**src/rtl/core/nssdp_pkg.sv**
```systemverilog
// Shared types and constants for the numeric string significant-digit parser.
// Used by the front classifier, the item queue, the back engine and the top level.
package nssdp_pkg;

	localparam int MAX_CHARS = 64;
	localparam int POS_W     = $clog2(MAX_CHARS + 2);
	localparam int TALLY_W   = $clog2(MAX_CHARS + 2);
	localparam int DIG_W     = 7;
	localparam int EXP_W     = 15;
	localparam int MAG_W     = 14;
	localparam int QDEPTH    = 4;
	localparam int QPTR_W    = $clog2(QDEPTH);
	localparam int QCNT_W    = $clog2(QDEPTH + 1);

	localparam logic [POS_W-1:0] MAX_POS = POS_W'(MAX_CHARS);
	localparam logic [MAG_W-1:0] EXP_SAT = MAG_W'(9999);
	localparam logic [DIG_W-1:0] DIG_SAT = DIG_W'(127);

	localparam logic [7:0] CH_POINT = 8'h2E;
	localparam logic [7:0] CH_ZERO  = 8'h30;
	localparam logic [7:0] CH_NINE  = 8'h39;
	localparam logic [7:0] CH_MINUS = 8'h2D;
	localparam logic [7:0] CH_PLUS  = 8'h2B;
	localparam logic [7:0] CH_EUP   = 8'h45;
	localparam logic [7:0] CH_ELOW  = 8'h65;
	localparam logic [7:0] CH_NUL   = 8'h00;

	typedef enum logic [2:0] {
		CL_NUL,
		CL_ZERO,
		CL_NZ,
		CL_POINT,
		CL_EXP,
		CL_PLUS,
		CL_MINUS,
		CL_OTHER
	} char_cls_t;

	typedef enum logic [2:0] {
		ST_OK,
		ST_EMPTY,
		ST_NONUM,
		ST_DBLPT,
		ST_BADSCI,
		ST_LONG
	} status_t;

	// One classified character as it travels from front to back.
	typedef struct packed {
		char_cls_t  cls;
		logic [3:0] dval;   // digit value for CL_ZERO / CL_NZ
		logic       proc;   // feed to the parsers
		logic       fin;    // string ends with this beat
		logic       empty;  // NUL as first character
		logic       over;   // string exceeded MAX_CHARS
	} nssdp_item_t;

endpackage

```
**src/rtl/core/nssdp_front.sv**
```systemverilog
// Front classifier: accepts characters, tracks the string position,
// handles the leading minus and the length limit. Depends on nssdp_pkg.
module nssdp_front import nssdp_pkg::*; (
	input  logic        clk,
	input  logic        arst_n,
	input  logic        in_valid,
	input  logic [7:0]  in_char,
	input  logic        in_last,
	input  logic        q_full,
	output logic        in_ready,
	output logic        push,
	output nssdp_item_t push_item
);

	logic [POS_W-1:0] pos_q;
	logic [POS_W-1:0] pos_new;
	logic             is_digit;
	logic             skip;

	assign in_ready = !q_full;
	assign push     = in_valid && in_ready;
	assign is_digit = (in_char >= CH_ZERO) && (in_char <= CH_NINE);
	assign skip     = (pos_q == '0) && (in_char == CH_MINUS);
	assign pos_new  = (pos_q <= MAX_POS) ? pos_q + POS_W'(1) : pos_q;

	always_comb begin
		push_item.dval = 4'(in_char - CH_ZERO);
		if (in_char == CH_NUL)
			push_item.cls = CL_NUL;
		else if (in_char == CH_ZERO)
			push_item.cls = CL_ZERO;
		else if (is_digit)
			push_item.cls = CL_NZ;
		else if (in_char == CH_POINT)
			push_item.cls = CL_POINT;
		else if (in_char == CH_EUP || in_char == CH_ELOW)
			push_item.cls = CL_EXP;
		else if (in_char == CH_PLUS)
			push_item.cls = CL_PLUS;
		else if (in_char == CH_MINUS)
			push_item.cls = CL_MINUS;
		else
			push_item.cls = CL_OTHER;

		if (in_char == CH_NUL) begin
			push_item.proc  = 1'b0;
			push_item.fin   = 1'b1;
			push_item.empty = (pos_q == '0);
			push_item.over  = (pos_q > MAX_POS);
		end else begin
			push_item.proc  = (pos_new <= MAX_POS) && !skip;
			push_item.fin   = in_last;
			push_item.empty = 1'b0;
			push_item.over  = (pos_new > MAX_POS);
		end
	end

	always_ff @(posedge clk or negedge arst_n) begin
		if (!arst_n) begin
			pos_q <= '0;
		end else if (push) begin
			pos_q <= push_item.fin ? '0 : pos_new;
		end
	end

endmodule

```
**src/rtl/core/nssdp_queue.sv**
```systemverilog
// Short queue of classified characters between front and back.
// Depends on nssdp_pkg for the item type and depth.
module nssdp_queue import nssdp_pkg::*; (
	input  logic        clk,
	input  logic        arst_n,
	input  logic        push,
	input  nssdp_item_t push_item,
	input  logic        pop,
	output logic        full,
	output logic        item_valid,
	output nssdp_item_t pop_item
);

	nssdp_item_t       mem_q [QDEPTH];
	logic [QPTR_W-1:0] wr_ptr_q;
	logic [QPTR_W-1:0] rd_ptr_q;
	logic [QCNT_W-1:0] count_q;

	assign full       = (count_q == QCNT_W'(QDEPTH));
	assign item_valid = (count_q != '0);
	assign pop_item   = mem_q[rd_ptr_q];

	always_ff @(posedge clk) begin
		if (push)
			mem_q[wr_ptr_q] <= push_item;
	end

	always_ff @(posedge clk or negedge arst_n) begin
		if (!arst_n) begin
			wr_ptr_q <= '0;
			rd_ptr_q <= '0;
			count_q  <= '0;
		end else begin
			if (push)
				wr_ptr_q <= wr_ptr_q + QPTR_W'(1);
			if (pop)
				rd_ptr_q <= rd_ptr_q + QPTR_W'(1);
			if (push && !pop)
				count_q <= count_q + QCNT_W'(1);
			else if (pop && !push)
				count_q <= count_q - QCNT_W'(1);
		end
	end

	a_no_overflow: assert property (@(posedge clk) disable iff (!arst_n)
		count_q <= QCNT_W'(QDEPTH))
		else $error("queue count beyond depth");

	a_no_underflow: assert property (@(posedge clk) disable iff (!arst_n)
		pop |-> item_valid)
		else $error("pop from empty queue");

	a_full_blocks: assert property (@(posedge clk) disable iff (!arst_n)
		full && !pop |=> full)
		else $error("full queue drained without pop");

endmodule

```
**src/rtl/core/nssdp_back.sv**
```systemverilog
// Back engine: fixed-notation counter and scientific-form checker updated
// per character, result formed at string end into the output register. Depends on nssdp_pkg.
module nssdp_back import nssdp_pkg::*; (
	input  logic                    clk,
	input  logic                    arst_n,
	input  logic                    item_valid,
	input  nssdp_item_t             item,
	output logic                    pop,
	output logic                    out_valid,
	input  logic                    out_ready,
	output logic [DIG_W-1:0]        out_digits,
	output logic signed [EXP_W-1:0] out_exp,
	output status_t                 out_status
);

	typedef enum logic [2:0] {
		SP_LEAD,
		SP_INT,
		SP_FRAC,
		SP_ESIGN,
		SP_EDIG1,
		SP_EDIGS,
		SP_DONE
	} sci_phase_t;

	typedef enum logic [1:0] {
		FE_NONE,
		FE_NONUM,
		FE_DBLPT
	} fx_err_t;

	// fixed-notation state
	logic                      fx_digit_q, fx_point_q, fx_nz_q, fx_stop_q;
	fx_err_t                   fx_err_q;
	logic [TALLY_W-1:0]        nzt_q, pend_q, left_q;
	logic signed [TALLY_W:0]   rp_q;
	// scientific state
	sci_phase_t                phase_q;
	logic [TALLY_W-1:0]        mant_q;
	logic [MAG_W-1:0]          mag_q;
	logic                      neg_q, sci_ok_q, saw_e_q;

	logic                      n_digit, n_point, n_nz, n_stop;
	fx_err_t                   n_err;
	logic [TALLY_W-1:0]        n_nzt, n_pend, n_left;
	logic signed [TALLY_W:0]   n_rp;
	sci_phase_t                n_phase;
	logic [TALLY_W-1:0]        n_mant;
	logic [MAG_W-1:0]          n_mag;
	logic                      n_neg, n_sci_ok, n_saw_e;

	logic                      is_dec;
	logic [MAG_W+2:0]          mag_acc;
	logic [TALLY_W-1:0]        r_digits;
	logic signed [EXP_W-1:0]   r_exp;
	status_t                   r_status;
	logic                      take;

	logic                    out_valid_q;
	logic [DIG_W-1:0]        out_digits_q;
	logic signed [EXP_W-1:0] out_exp_q;
	status_t                 out_status_q;

	assign is_dec  = (item.cls == CL_ZERO) || (item.cls == CL_NZ);
	assign mag_acc = (MAG_W+3)'(mag_q) * (MAG_W+3)'(10) + (MAG_W+3)'(item.dval);
	assign take    = item_valid && (!item.fin || !out_valid_q || out_ready);
	assign pop     = take;

	// per-character update
	always_comb begin
		n_digit  = fx_digit_q;
		n_point  = fx_point_q;
		n_nz     = fx_nz_q;
		n_stop   = fx_stop_q;
		n_err    = fx_err_q;
		n_nzt    = nzt_q;
		n_pend   = pend_q;
		n_left   = left_q;
		n_rp     = rp_q;
		n_phase  = phase_q;
		n_mant   = mant_q;
		n_mag    = mag_q;
		n_neg    = neg_q;
		n_sci_ok = sci_ok_q;
		n_saw_e  = saw_e_q;

		if (item.proc) begin
			if (!fx_stop_q) begin
				case (item.cls)
					CL_POINT: begin
						if (fx_point_q && !fx_digit_q) begin
							n_err  = FE_DBLPT;
							n_stop = 1'b1;
						end else begin
							if (fx_point_q)
								n_stop = 1'b1;
							if (fx_nz_q) begin
								n_nzt  = nzt_q + pend_q;
								n_pend = '0;
							end
							n_point = 1'b1;
						end
					end
					CL_ZERO: begin
						if (fx_nz_q) begin
							if (fx_point_q) begin
								n_nzt = nzt_q + TALLY_W'(1);
							end else begin
								n_pend = pend_q + TALLY_W'(1);
								n_left = left_q + TALLY_W'(1);
							end
						end else if (fx_point_q) begin
							n_rp = rp_q - (TALLY_W+1)'(1);
						end
						n_digit = 1'b1;
					end
					CL_NZ: begin
						n_nzt  = nzt_q + pend_q + TALLY_W'(1);
						n_pend = '0;
						if (!fx_point_q)
							n_left = left_q + TALLY_W'(1);
						n_nz    = 1'b1;
						n_digit = 1'b1;
					end
					default: begin
						if (!fx_digit_q)
							n_err = FE_NONUM;
						n_stop = 1'b1;
					end
				endcase
			end

			if (item.cls == CL_EXP)
				n_saw_e = 1'b1;

			if (sci_ok_q) begin
				unique case (phase_q)
					SP_LEAD: begin
						if (is_dec) n_phase = SP_INT; else n_sci_ok = 1'b0;
					end
					SP_INT: begin
						if (item.cls == CL_POINT) n_phase = SP_FRAC;
						else if (item.cls == CL_EXP) n_phase = SP_ESIGN;
						else n_sci_ok = 1'b0;
					end
					SP_FRAC: begin
						if (is_dec) n_mant = mant_q + TALLY_W'(1);
						else if (item.cls == CL_EXP) n_phase = SP_ESIGN;
						else n_sci_ok = 1'b0;
					end
					SP_ESIGN: begin
						if (item.cls == CL_PLUS || item.cls == CL_MINUS) begin
							n_neg   = (item.cls == CL_MINUS);
							n_phase = SP_EDIG1;
						end else begin
							n_sci_ok = 1'b0;
						end
					end
					SP_EDIG1: begin
						if (is_dec) begin
							n_mag   = MAG_W'(item.dval);
							n_phase = SP_EDIGS;
						end else begin
							n_sci_ok = 1'b0;
						end
					end
					SP_EDIGS: begin
						if (is_dec)
							n_mag = (mag_acc > (MAG_W+3)'(EXP_SAT)) ? EXP_SAT
								: MAG_W'(mag_acc);
						else
							n_phase = SP_DONE;
					end
					default: ;
				endcase
			end
		end
	end

	// string-end result
	always_comb begin
		r_digits = '0;
		r_exp    = '0;
		r_status = ST_OK;
		if (item.empty) begin
			r_status = ST_EMPTY;
		end else if (item.over) begin
			r_status = ST_LONG;
		end else if (n_saw_e) begin
			if (!n_sci_ok || !(n_phase == SP_EDIGS || n_phase == SP_DONE)) begin
				r_status = ST_BADSCI;
			end else begin
				r_digits = n_mant + TALLY_W'(1);
				r_exp    = n_neg ? -$signed(EXP_W'(n_mag)) : $signed(EXP_W'(n_mag));
			end
		end else if (n_err == FE_DBLPT) begin
			r_status = ST_DBLPT;
		end else if (n_err == FE_NONUM || !n_digit) begin
			r_status = ST_NONUM;
		end else begin
			r_digits = n_nz ? n_nzt : TALLY_W'(-n_rp);
			if (n_left != '0)
				r_exp = $signed(EXP_W'(n_left)) - EXP_W'(1);
			else if (n_nz)
				r_exp = EXP_W'(n_rp);
		end
	end

	always_ff @(posedge clk or negedge arst_n) begin
		if (!arst_n) begin
			fx_digit_q <= 1'b0;
			fx_point_q <= 1'b0;
			fx_nz_q    <= 1'b0;
			fx_stop_q  <= 1'b0;
			fx_err_q   <= FE_NONE;
			nzt_q      <= '0;
			pend_q     <= '0;
			left_q     <= '0;
			rp_q       <= -(TALLY_W+1)'(1);
			phase_q    <= SP_LEAD;
			mant_q     <= '0;
			mag_q      <= '0;
			neg_q      <= 1'b0;
			sci_ok_q   <= 1'b1;
			saw_e_q    <= 1'b0;
		end else if (take) begin
			if (item.fin) begin
				// start a fresh string
				fx_digit_q <= 1'b0;
				fx_point_q <= 1'b0;
				fx_nz_q    <= 1'b0;
				fx_stop_q  <= 1'b0;
				fx_err_q   <= FE_NONE;
				nzt_q      <= '0;
				pend_q     <= '0;
				left_q     <= '0;
				rp_q       <= -(TALLY_W+1)'(1);
				phase_q    <= SP_LEAD;
				mant_q     <= '0;
				mag_q      <= '0;
				neg_q      <= 1'b0;
				sci_ok_q   <= 1'b1;
				saw_e_q    <= 1'b0;
			end else begin
				fx_digit_q <= n_digit;
				fx_point_q <= n_point;
				fx_nz_q    <= n_nz;
				fx_stop_q  <= n_stop;
				fx_err_q   <= n_err;
				nzt_q      <= n_nzt;
				pend_q     <= n_pend;
				left_q     <= n_left;
				rp_q       <= n_rp;
				phase_q    <= n_phase;
				mant_q     <= n_mant;
				mag_q      <= n_mag;
				neg_q      <= n_neg;
				sci_ok_q   <= n_sci_ok;
				saw_e_q    <= n_saw_e;
			end
		end
	end

	always_ff @(posedge clk or negedge arst_n) begin
		if (!arst_n) begin
			out_valid_q <= 1'b0;
		end else if (take && item.fin) begin
			out_valid_q <= 1'b1;
		end else if (out_ready) begin
			out_valid_q <= 1'b0;
		end
	end

	always_ff @(posedge clk) begin
		if (take && item.fin) begin
			out_digits_q <= (16'(r_digits) > 16'(DIG_SAT)) ? DIG_SAT : DIG_W'(r_digits);
			out_exp_q    <= r_exp;
			out_status_q <= r_status;
		end
	end

	assign out_valid  = out_valid_q;
	assign out_digits = out_digits_q;
	assign out_exp    = out_exp_q;
	assign out_status = out_status_q;

	a_err_zero: assert property (@(posedge clk) disable iff (!arst_n)
		out_valid_q && out_status_q != ST_OK |-> out_digits_q == '0 && out_exp_q == '0)
		else $error("error result carries nonzero fields");

	a_err_stops: assert property (@(posedge clk) disable iff (!arst_n)
		fx_err_q != FE_NONE |-> fx_stop_q)
		else $error("fixed error without stop");

	a_fin_held: assert property (@(posedge clk) disable iff (!arst_n)
		item_valid && item.fin && out_valid_q && !out_ready |-> !pop)
		else $error("string end popped while result pending");

endmodule

```
**src/rtl/core/numeric_string_sig_digit_parser_unit.sv**
```systemverilog
// Top level of the numeric string significant-digit parser.
// Instantiates nssdp_front, nssdp_queue and nssdp_back; depends on nssdp_pkg.
// Throughput: one character per cycle while the 4-entry queue has room.
// Reset: arst_n clears position, parser state, queue and output valid flag at once.
// No result for beats that do not end a string; one result per string otherwise.
module numeric_string_sig_digit_parser_unit import nssdp_pkg::*; (
	input  logic        clk,
	input  logic        arst_n,
	// input stream
	input  logic        s_tvalid,
	output logic        s_tready,
	input  logic [7:0]  s_tdata,   // [7:0] char_code
	input  logic        s_tlast,   // is_last
	// result stream
	output logic        m_tvalid,
	input  logic        m_tready,
	output logic [23:0] m_tdata,   // [6:0] sig_digits, [21:7] dec_exponent, [23:22] zero
	output logic [2:0]  m_tuser    // [2:0] status
);

	logic                    push;
	nssdp_item_t             push_item;
	logic                    q_full;
	logic                    pop;
	logic                    item_valid;
	nssdp_item_t             pop_item;
	logic [DIG_W-1:0]        digits;
	logic signed [EXP_W-1:0] dec_exp;
	status_t                 status;

	// classify each character and track position and length
	nssdp_front u_front (
		.clk       (clk),
		.arst_n    (arst_n),
		.in_valid  (s_tvalid),
		.in_char   (s_tdata),
		.in_last   (s_tlast),
		.q_full    (q_full),
		.in_ready  (s_tready),
		.push      (push),
		.push_item (push_item)
	);

	// decouple the classifier from the parser so each can stall on its own
	nssdp_queue u_queue (
		.clk        (clk),
		.arst_n     (arst_n),
		.push       (push),
		.push_item  (push_item),
		.pop        (pop),
		.full       (q_full),
		.item_valid (item_valid),
		.pop_item   (pop_item)
	);

	// run both parsers and hold the result until the sink takes it
	nssdp_back u_back (
		.clk        (clk),
		.arst_n     (arst_n),
		.item_valid (item_valid),
		.item       (pop_item),
		.pop        (pop),
		.out_valid  (m_tvalid),
		.out_ready  (m_tready),
		.out_digits (digits),
		.out_exp    (dec_exp),
		.out_status (status)
	);

	// pack the result fields, lowest field in the lowest bits
	assign m_tdata = {2'b00, dec_exp, digits};
	assign m_tuser = status;

endmodule
```
**config.mk**
```make
export PLATFORM = sky130hd
export DESIGN_NAME = numeric_string_sig_digit_parser_unit
export DESIGN_NICKNAME = d
export VERILOG_FILES = /design/src/rtl/core/nssdp_pkg.sv /design/src/rtl/core/nssdp_front.sv /design/src/rtl/core/nssdp_queue.sv /design/src/rtl/core/nssdp_back.sv /design/src/rtl/core/numeric_string_sig_digit_parser_unit.sv
export SDC_FILE = /design/constraint.sdc
export NUM_CORES = 1
export LEC_CHECK = 0
export ABC_AREA = 1
export BUFFER_PORTS_ARGS = -buffer_cell sky130_fd_sc_hd__buf_2
export CAP_MARGIN = 20
export CELL_PAD_IN_SITES_DETAIL_PLACEMENT = 1
export CELL_PAD_IN_SITES_GLOBAL_PLACEMENT = 1
export CORE_MARGIN = 2
export CORE_UTILIZATION = 45
export DETAILED_ROUTE_END_ITERATION = 7
export GPL_TIMING_DRIVEN = 0
export PLACE_DENSITY_LB_ADDON = 0.2
export RECOVER_POWER = 100
export SKIP_LAST_GASP = 1
export SLEW_MARGIN = 20
export SYNTH_ARGS = -nofsm -noshare
export SYNTH_HDL_FRONTEND = slang
export SYNTH_SLANG_ARGS = --single-unit
```
**constraint.sdc**
```tcl
create_clock -name clk -period 4.8 [get_ports clk]
set_input_delay 0.96 -clock clk [delete_from_list [all_inputs] [get_ports clk]]
set_output_delay 0.96 -clock clk [all_outputs]
set_load 0.02 [all_outputs]
```
==> summary.md, run 1 <==
| Metric | Value |
|---|---|
| Yosys cell types | `66` |
| Fin area | `~12000 sq um` |
| Top_reg_cell synth | `edfxtp_1` |
| TritonCTS clock tree | `built` |
| Count leader, synth | `nand2_1` |
| HP Class | `register to register` |
| Worst Setup EP | `u_back.out_exp[12]` |
| Tmin final | `4.40 ns` |
| Setup CP Type | `register to register` |
| Die width | `between 150 and 200 microns` |
| DRT Wirelength | `32.1 mm` |
| Part of the power in registers | `0.270` |
| Top cells by area, synth | `edfxtp_1, dfrtp_1, nand2_1, inv_1, ha_1` |
| P_int | `roughly 3400 uW` |
| Gr usage total | `0.269` |
| Maxcap violations | `2` |
| CORE AREA | `23300 sq um` |
| Crit end category | `register` |
| Diodes inserted | `0` |
| Static leakage | `about 0.0053 uW` |
| Seq/Total Area, Yosys | `0.379` |
| Setup TNS | `0 ns` |
| CTS clk-pin slew, worst paths | `around 0.06 ns` |
| Crit path required time | `~5.0 ns` |
| Logic pwr share | `0.534` |
| Clock Sinks | `146` |
| Gr ovfl total | `0` |
| Fillcell total | `between 3000 and 4000` |
| Pwr/cell area | `just under 600 nW/um^2` |
| Sw Pwr | `around 3500 uW` |
| Synth Warn # | `0` |
| Fraction of layout cells with a size suffix above 1 | `0.108` |
| IO Port Bufs | `39` |
| Fin Hold WS | `~0.53 ns` |
| CTS Buf Count | `17` |
| Vias in the first global route | `slightly above 10000` |
| Hold Crit Depth | `1` |
| DRT Pass-1 Iters | `4` |
| Reg2reg path depth | `30` |
| Pin count of the biggest net entering global routing | `53` |
| Violated checks | `max-capacitance violations, max-slew violations` |
| CTS max path bufs | `2` |
| Worst EP arrival | `4.56 ns` |
| Period utilisation layout | `0.917` |
| FFs w/ async S/R, synth | `0.527` |
| Clk_lat worst skew | `0.43 ns` |
| Number of core rows | `56` |
| Most instantiated cells after synthesis | `nand2_1, inv_1, nand3_1, nor2_1, o21ai_0` |
| Die Area | `roughly 25000 sq um` |
| DP Area | `11200 sq um` |
| CP startpoint kind | `register` |
| Post-DP HPWL | `around 24 mm` |
| Global-route wire length before repair | `between 50 and 60 mm` |
| GP Congestion | `0.877` |
| Vias | `approximately 10000` |
| Initial antenna violation count | `0` |
| Yosys top cell area share | `0.196` |
| Finish-stage setup viols | `0` |
| Crit-path max cell delay | `between 0.4 and 0.5 ns` |
| Reg2reg setup slack | `0.40 ns` |
| CP most frequent cell | `nand2_1` |
| IO Pins | `42` |
| Sw frac | `0.504` |
| Fin worst setup slack | `0.400 ns` |
| Worst r2r src | `u_queue.rd_ptr_q[0]` |
| Final hold vios | `0` |
| CP max-delay cell | `dfrtp_2` |
| P&R area growth vs syn | `12.0%` |
| Post-Place Setup Slack | `-0.271 ns` |
| Max-slew headroom | `-0.113` |
| FMAX | `about 230 MHz` |
| Post-synthesis cell area | `~11000 sq um` |
| Max-slew violations | `54` |
| Clk network pwr share | `0.196` |
| Critical path origin | `u_queue.rd_ptr_q[0]` |
| Area leader, netlist | `edfxtp_1` |
| Worst R2R End | `u_back.out_exp[12]` |
| Slew @ Worst Pin | `between 1.5 and 2 ns` |
| Vias per cell | `~5.5` |
| Max IR drop VDD | `a little over 0.3 mV` |
| DRC | `0` |
| Initial core utilization | `0.455` |
| Number of synthesized flops with an enable pin | `69` |
| NumNets Final | `~1500` |
| Status | `complete, but fails checks` |
| Post-DR wirelength/cell | `~18 microns` |
| ANT nets after route | `0` |
| Clock tree root buffer cell | `clkbuf_16` |
| Crit path max fanout | `10` |
| Initial DRC count | `approximately 550` |
| Htree depth | `4` |
| Die H | `157 microns` |
| Synth Instances | `around 1400` |
| Worst clock skew | `between 0.01 and 0.015 ns` |
| Syn_area_per_cell | `about 7.6 sq um` |
| Yosys reg bits | `146` |
area by class of cell:
class                   count  area, sq um  area share
flip-flops and latches    146         4010       0.339
inverters                 212          808      0.0682
clock inverters            14          149      0.0126
multi-input cells        1005         5630       0.475
well taps                 319          399      0.0337
plain buffers              32          175      0.0148
clock buffers              18          429      0.0362
repair buffers             52          243      0.0205
cell usage in the layout, fill, tap and decap left out, types with 17 or more instances in the layout:
master	n
nand2_1	325
inv_1	189
nand3_1	110
nor2_1	103
o21ai_0	73
edfxtp_1	69
a21oi_1	65
dfrtp_1	65
clkbuf_1	53
ha_1	48
o22ai_1	43
xor2_1	32
nor3_1	26
nand4_1	19
clkbuf_16	17
state kept, by name, summed over array words and instances, names as in the netlist, 3 cells and up:
name / cells
u_queue.mem_q: 44
u_back.out_exp: 15
u_back.mag_q: 14
u_back.rp_q: 8
u_back.left_q: 7
u_back.mant_q: 7
u_back.nzt_q: 7
u_back.out_digits: 7
u_back.pend_q: 7
u_front.pos_q: 7
u_back.out_status: 3
u_back.phase_q: 3
u_queue.count_q: 3
per-layer routing:
layer	up-vias	routed length, microns	global-route usage
met4	0	692	0.0913
li1	4834	-	-
met5	-	0	0
met1	4885	14600	0.343
met2	165	15900	0.471
met3	46	934	0.0322
how the worst min path moves through the flow:
stage / from / end / slack, ns
floorplan: u_queue.count_q[2] / u_queue.count_q[2] / 0.47
global placement: u_queue.count_q[2] / u_queue.count_q[2] / 0.50
detailed placement: u_queue.count_q[2] / u_queue.count_q[2] / 0.50
CTS: arst_n / u_back.mag_q[13] / 0.46
global route: u_queue.count_q[2] / u_queue.count_q[2] / 0.55
finish: u_queue.count_q[2] / u_queue.count_q[2] / 0.53
power by group through the flow:
stage | Combinational, uW | Clock [uW] | Sequential (uW)
finish | 3660 | 1340 | 1850
global route | 4030 | 1390 | 1890
global placement | 3470 | 0 | 1860
floorplan | 2360 | 0 | 1970
CTS | 3680 | 1350 | 1840
detailed placement | 3630 | 0 | 1860
logic make-up (layout without fill, tap and decap cells):
kind of cell | Yosys count | after routing | share of synthesized area
and+or+nand+nor | 650 | 650 | 0.280
muxes | 1 | 1 | 0.00106
xor gates and xnor gates | 38 | 38 | 0.0315
buffers and inverters | 245 | 328 | 0.0922
other | 1 | 2 | 0.000354
adders and majority gates | 55 | 55 | 0.0679
AOI/OAI and AO/OA | 259 | 259 | 0.148
DFF | 146 | 146 | 0.379
stage by stage:
step,instances,util,power (uW)
detailed placement,1756,0.483,5490
floorplan,1396,-,4330
CTS,1787,0.508,6870
global placement,1754,0.481,5330
finish,1798,0.509,6860
global route,1798,0.509,7300
critical path, delay by kind of cell, from the launching register on:
kind / cells / cell delay (ns)
AOI/OAI and AO/OA: 3 / 0.39
adders and majority gates: 2 / 0.44
buffers and inverters: 6 / 0.69
DFF: 1 / 0.44
and+or+nand+nor: 19 / 2.15
repair_timing:
action | 4_1_cts | 5_1_grt
pin swaps | 0 | 8
hold buffers | 0 | 0
endpoints found under the setup margin | 10 | 14
resized for setup | 3 | 26
buffers inserted | 0 | 10
Note: power is estimated with default switching activity, not from simulation.
==> inputs of run 2 (changes only) <==
- SYNTH_HIERARCHICAL: default -> 1
==> summary.md, run 2 <==
| Metric | Value |
|---|---|
| Fillcell total | `2985 (was 3003)` |
| Fin area | `11800 sq um (was 11900 sq um)` |
| Count leader, synth | `nand2_1 (unchanged)` |
| Pwr/cell area | `531 nW/um^2 (was 579 nW/um^2)` |
| Hold bufs inserted after CTS | `0 (unchanged)` |
| DRC | `0 (unchanged)` |
| CTS Buf Count | `17 (unchanged)` |
| Number of synthesized flops with an enable pin | `69 (unchanged)` |
| Gr usage total | `0.259 (was 0.269)` |
| Delay-heaviest family, CP | `simple AND/OR/NAND/NOR gates (unchanged)` |
| FFs w/ async S/R, synth | `0.527 (unchanged)` |
| HP Class | `register to register (unchanged)` |
| Seq/Total Area, Yosys | `0.378 (was 0.379)` |
| Crit-path max cell delay | `0.43 ns (was 0.44 ns)` |
| Status | `complete, but fails checks (unchanged)` |
| Die width | `157 microns (about the same)` |
| Placed insts | `1754 (was 1756)` |
| Clk_lat worst skew | `0.43 ns (about the same)` |
| Yosys top cell area share | `0.196 (about the same)` |
| Violated checks | `max-capacitance violations, max-slew violations (unchanged)` |
| Gr ovfl total | `0 (unchanged)` |
| Top_reg_cell synth | `edfxtp_1 (unchanged)` |
| Initial antenna violation count | `0 (unchanged)` |
| IO Port Bufs | `39 (unchanged)` |
| Worst r2r src | `u_back/mag_q[1] (was u_queue.rd_ptr_q[0])` |
| Yosys cell types | `66 (unchanged)` |
| Fraction of layout cells with a size suffix above 1 | `0.104 (was 0.108)` |
| Critical path origin | `u_back/mag_q[1] (was u_queue.rd_ptr_q[0])` |
| Fin worst setup slack | `0.262 ns (was 0.400 ns)` |
| CORE AREA | `23300 sq um (unchanged)` |
| Vias | `9743 (was 9930)` |
| IO Pins | `42 (unchanged)` |
| Post-Layout Cell Count | `1795 (was 1798)` |
| CTS max path bufs | `2 (unchanged)` |
| Period utilisation layout | `0.945 (was 0.917)` |
| Number of core rows | `56 (unchanged)` |
| GP Congestion | `0.828 (was 0.877)` |
| Reg2reg path depth | `30 (unchanged)` |
| ANT nets after route | `0 (unchanged)` |
| Post-Place Setup Slack | `-0.212 ns (was -0.271 ns)` |
| FMAX | `220 MHz (was 227 MHz)` |
| Die H | `157 microns (about the same)` |
| Static leakage | `0.00541 uW (was 0.00532 uW)` |
| Post-DP HPWL | `23.6 mm (was 24.1 mm)` |
| Maxcap violations | `1 (was 2)` |
| DRT Wirelength | `31.2 mm (was 32.1 mm)` |
| Levels on crit path | `30 (unchanged)` |
| Worst Hold Launch | `u_back/rp_q[7] (was u_queue.count_q[2])` |
| Slew @ Worst Pin | `1.76 ns (was 1.67 ns)` |
| Setup CP Type | `register to register (unchanged)` |
| DRT Pass-1 Iters | `5 (was 4)` |
| Max-slew headroom | `-0.171 (was -0.113)` |
| Htree depth | `4 (unchanged)` |
| Synth Warn # | `6 (was 0)` |
| Most frequent cells in the layout | `nand2_1, inv_1, nor2_1, nand3_1, edfxtp_1 (was nand2_1, inv_1, nand3_1, nor2_1, o21ai_0)` |
| Synth Instances | `1394 (was 1395)` |
| CTS clk-pin slew, worst paths | `0.06 ns (about the same)` |
| Fin Hold WS | `0.517 ns (was 0.529 ns)` |
| Tmin final | `4.54 ns (was 4.40 ns)` |
| TritonCTS clock tree | `built (unchanged)` |
| Largest Register | `u_queue/mem_q (was u_queue.mem_q)` |
| Crit path required time | `4.95 ns (was 4.96 ns)` |
| CP bufs+invs | `3 (was 6)` |
| Pin count of the biggest net entering global routing | `53 (unchanged)` |
| Crit end category | `register (unchanged)` |
| CP most frequent cell | `nand2_1 (unchanged)` |
| Crit path max fanout | `7 (was 10)` |
| DP Area | `11200 sq um (about the same)` |
| Hold Crit Depth | `2 (was 1)` |
| Yosys reg bits | `146 (unchanged)` |
| Global-route wire length before repair | `50.7 mm (was 52.3 mm)` |
| Finish-stage setup viols | `0 (unchanged)` |
| CP startpoint kind | `register (unchanged)` |
| Max-slew violations | `26 (was 54)` |
| NumNets Final | `1531 (was 1534)` |
| Initial core utilization | `0.456 (was 0.455)` |
| Most instantiated cells after synthesis | `nand2_1, inv_1, nand3_1, nor2_1, a21oi_1 (was nand2_1, inv_1, nand3_1, nor2_1, o21ai_0)` |
| Final hold vios | `0 (unchanged)` |
| Die Area | `24800 sq um (about the same)` |
| Post-DR wirelength/cell | `17.4 microns (was 17.9 microns)` |
| Max IR drop VDD | `0.312 mV (was 0.310 mV)` |
| P&R area growth vs syn | `11.3% (was 12.0%)` |
| Initial DRC count | `456 (was 553)` |
| Syn_area_per_cell | `7.60 sq um (was 7.59 sq um)` |
| CP max-delay cell | `dfrtp_2 (unchanged)` |
| Most common cell after layout, fill and taps aside | `nand2_1 (unchanged)` |
| Area leader, netlist | `edfxtp_1 (unchanged)` |
| Vias per cell | `5.43 (was 5.52)` |
| Worst clock skew | `0.0114 ns (was 0.0110 ns)` |
| Worst EP arrival | `4.69 ns (was 4.56 ns)` |
| Top cells by area, synth | `edfxtp_1, dfrtp_1, nand2_1, inv_1, ha_1 (unchanged)` |
| Post-synthesis cell area | `10600 sq um (about the same)` |
| Clock Sinks | `146 (unchanged)` |
| Diodes inserted | `0 (unchanged)` |
| Power Total | `6260 uW (was 6860 uW)` |
| Vias in the first global route | `10000 (was 10300)` |
| Max reg flops | `44 (unchanged)` |
| Clock tree root buffer cell | `clkbuf_16 (unchanged)` |
[run 2: cell type report]
type                       count  area [sq um]  area share
buffer                        35           198      0.0168
clock buffer                  18           429      0.0364
clock inverter                14           129      0.0109
inverter                     244           916      0.0776
multi-input combinational    970          5460       0.463
sequential                   146          4010       0.340
tap                          319           399      0.0338
timing repair buffer          49           250      0.0212
[run 2: kinds of logic (layout without fill, tap and decap cells)]
| kind of cell | Yosys count | count (layout) | share of synthesized area |
|---|---|---|---|
| adders and majority gates | 55 | 55 | 0.0678 |
| buffers and inverters | 279 | 360 | 0.107 |
| muxes | 1 | 1 | 0.000945 |
| xor gates and xnor gates | 33 | 33 | 0.0273 |
| and+or+nand+nor | 615 | 615 | 0.269 |
| DFF | 146 | 146 | 0.378 |
| AOI/OAI and AO/OA | 264 | 264 | 0.150 |
| other | 1 | 2 | 0.000354 |
[run 2: metal layers]
layer	wire length (microns)	share of wire	global-route usage
met1	14500	0.47	0.340
met2	15100	0.48	0.447
met3	958	0.031	0.0366
met4	598	0.019	0.0732
met5	0	0	0
[run 2: worst paths after layout]
path,end,slack [ns]
min in group asynchronous,u_back/mag_q[12],0.99
hold reg to reg,u_back/rp_q[7],0.52
setup reg to reg,u_back/out_exp[8],0.26
setup / recovery,u_back/out_exp[8],0.26
hold / removal,u_back/rp_q[7],0.52
max in group asynchronous,u_back/sci_ok_q,2.73
[run 2: report_power, final]
part	internal [uW]	total, uW	switching, uW	leakage [uW]
Combinational	810	3120	2320	0.00350
Clock	720	1300	579	0.000265
Sequential	1670	1830	163	0.00165
Total	3200	6260	3060	0.00541
[run 2: worst register-to-register path, delay by kind of cell (launching register included)]
kind / cells / cell delay, ns
AO/OA/AOI/OAI: 4 / 0.49
flip-flops: 1 / 0.43
adder cells (fa/ha/maj): 4 / 1.08
AND/OR/NAND/NOR: 19 / 1.98
buffers and inverters: 3 / 0.30
[run 2: repair_timing]
action	CTS	global route
setup buffers	0	9
pin swaps	0	4
hold endpoints to repair	0	0
setup endpoints to repair	4	10
resized for setup	2	14
[run 2: stage by stage]
stage                util  TNS [ns]
floorplan               -         0
global placement    0.481         0
detailed placement  0.483    -0.506
CTS                 0.507         0
global route        0.507    -0.318
finish              0.507         0
==> inputs of run 3 (changes only) <==
- RECOVER_POWER: 100 -> 50
==> summary.md, run 3 (synthesis results as in run 2) <==
| Metric | Value |
|---|---|
| Status | `complete, but fails checks (unchanged)` |
| Violated checks | `max-capacitance violations, max-slew violations (unchanged)` |
| Fin area | `11800 sq um (about the same)` |
| NumNets Final | `1531 (unchanged)` |
| Tmin final | `4.54 ns (about the same)` |
| CP most frequent cell | `nand2_1 (unchanged)` |
| P&R area growth vs syn | `11.6% (was 11.3%)` |
| Post-Layout Cell Count | `1795 (unchanged)` |
| Worst EP arrival | `4.69 ns (about the same)` |
| Max IR drop VDD | `0.314 mV (was 0.312 mV)` |
| Reg2reg setup slack | `0.26 ns (about the same)` |
| CTS clk-pin slew, worst paths | `0.06 ns (about the same)` |
| Worst Hold Launch | `u_back/rp_q[7] (unchanged)` |
| Slew @ Worst Pin | `1.75 ns (was 1.76 ns)` |
| Crit-path max cell delay | `0.43 ns (about the same)` |
| Crit path required time | `4.95 ns (about the same)` |
| FMAX | `220 MHz (about the same)` |
| CORE AREA | `23300 sq um (unchanged)` |
| Most frequent cells in the layout | `nand2_1, inv_1, nand3_1, nor2_1, edfxtp_1 (was nand2_1, inv_1, nor2_1, nand3_1, edfxtp_1)` |
| Setup CP Type | `register to register (unchanged)` |
| Hold bufs inserted after CTS | `0 (unchanged)` |
| Fin Hold WS | `0.517 ns (about the same)` |
| Die Area | `24800 sq um (unchanged)` |
| Most common cell after layout, fill and taps aside | `nand2_1 (unchanged)` |
| Vias per cell | `5.43 (about the same)` |
| Htree depth | `4 (unchanged)` |
| Post-DR wirelength/cell | `17.4 microns (about the same)` |
| Initial DRC count | `451 (was 456)` |
| Crit end category | `register (unchanged)` |
| DP Area | `11200 sq um (unchanged)` |
| GP Congestion | `0.828 (unchanged)` |
| Max reg flops | `44 (unchanged)` |
| End of the worst hold path | `u_back/rp_q[7] (unchanged)` |
| Final hold vios | `0 (unchanged)` |
| Vias | `9754 (was 9743)` |
| Post-DP HPWL | `23.6 mm (unchanged)` |
| Gr ovfl total | `0 (unchanged)` |
| CTS max path bufs | `2 (unchanged)` |
| Finish-stage setup viols | `0 (unchanged)` |
| DRT Wirelength | `31.2 mm (about the same)` |
| HP Class | `register to register (unchanged)` |
| TritonCTS clock tree | `built (unchanged)` |
| Worst R2R End | `u_back/out_exp[8] (unchanged)` |
| DRT Pass-1 Iters | `6 (was 5)` |
| Die H | `157 microns (unchanged)` |
| ANT nets after route | `0 (unchanged)` |
| Worst r2r src | `u_back/mag_q[1] (unchanged)` |
| Maxcap violations | `1 (unchanged)` |
| DRC | `0 (unchanged)` |
| Crit path max fanout | `7 (unchanged)` |
| Initial core utilization | `0.456 (unchanged)` |
| Diodes inserted | `0 (unchanged)` |
| Number of core rows | `56 (unchanged)` |
| Clock tree root buffer cell | `clkbuf_16 (unchanged)` |
| Static leakage | `0.00543 uW (was 0.00541 uW)` |
| Global-route wire length before repair | `50.7 mm (unchanged)` |
| Placed insts | `1754 (unchanged)` |
| Vias in the first global route | `10000 (unchanged)` |
| Pwr/cell area | `530 nW/um^2 (was 531 nW/um^2)` |
| Setup TNS | `0 ns (unchanged)` |
| Largest Register | `u_queue/mem_q (unchanged)` |
| Pin count of the biggest net entering global routing | `53 (unchanged)` |
| Worst clock skew | `0.0116 ns (was 0.0114 ns)` |
| CP startpoint kind | `register (unchanged)` |
| Initial antenna violation count | `0 (unchanged)` |
| CTS Buf Count | `17 (unchanged)` |
| Clk_lat worst skew | `0.43 ns (about the same)` |
| Hold Crit Depth | `2 (unchanged)` |
| Clock Sinks | `146 (unchanged)` |
| Max-slew violations | `26 (unchanged)` |
| IO Pins | `42 (unchanged)` |
| Gr usage total | `0.259 (unchanged)` |
| Fraction of layout cells with a size suffix above 1 | `0.110 (was 0.104)` |
| Die width | `157 microns (unchanged)` |
| Period utilisation layout | `0.945 (about the same)` |
| Reg2reg path depth | `30 (unchanged)` |
| Max-slew headroom | `-0.170 (was -0.171)` |
| CP max-delay cell | `dfrtp_2 (unchanged)` |
| IO Port Bufs | `39 (unchanged)` |
[run 3: area by class of cell]
class	instances	area, sq um
Fill cell	2979	11400
Buffer	35	198
Tap cell	319	399
Clock buffer	18	429
Sequential cell	146	4010
Timing Repair Buffer	49	251
Inverter	244	916
Multi-Input combinational cell	970	5500
Clock inverter	14	129
[run 3: worst max-delay path by stage]
stage	depth (start not counted)	end	startpoint	slack, ns
finish	30	u_back/out_exp[8]	u_back/mag_q[1]	0.26
floorplan	29	u_back/out_exp[12]	u_back/mag_q[1]	0.80
global route	29	u_back/out_exp[8]	u_queue/rd_ptr_q[1]	-0.12
detailed placement	29	u_back/out_exp[12]	u_back/mag_q[1]	-0.21
CTS	29	u_back/out_exp[12]	u_back/mag_q[1]	0.02
global placement	29	u_back/out_exp[12]	u_back/mag_q[1]	0.008
[run 3: power by group]
group	switching [uW]	leakage [uW]	internal [uW]
Sequential	163	0.00165	1670
Clock	578	0.000265	720
Combinational	2320	0.00352	816
[run 3: worst max-delay path: cells and delay by family, from the launching register on]
kind                     cells  cell delay [ns]
flip-flops                   1             0.43
AO/OA/AOI/OAI                4             0.49
adder cells (fa/ha/maj)      4             1.08
buffers and inverters        3             0.30
AND/OR/NAND/NOR             19             1.96
[run 3: timing repair]
item	in CTS	in global routing
pin swaps	0	4
resized for setup	2	14
setup buffers	0	9
endpoints found under the setup margin	4	10
[run 3: metrics by stage]
step / util / total power (uW) / setup WS [ns]
after floorplan: - / 3920 / 0.797
after global placement: 0.481 / 4870 / 0.00778
after detailed placement: 0.483 / 4970 / -0.212
after CTS: 0.507 / 6310 / 0.0160
after global routing: 0.509 / 6700 / -0.115
final: 0.509 / 6270 / 0.262
[run 3: layer usage]
metal,GRT usage,share of wire,vias up
met1,0.340,0.46,4766
met3,0.0366,0.031,44
met5,0,0,-
met2,0.447,0.49,161
met4,0.0732,0.019,0
li1,-,-,4783
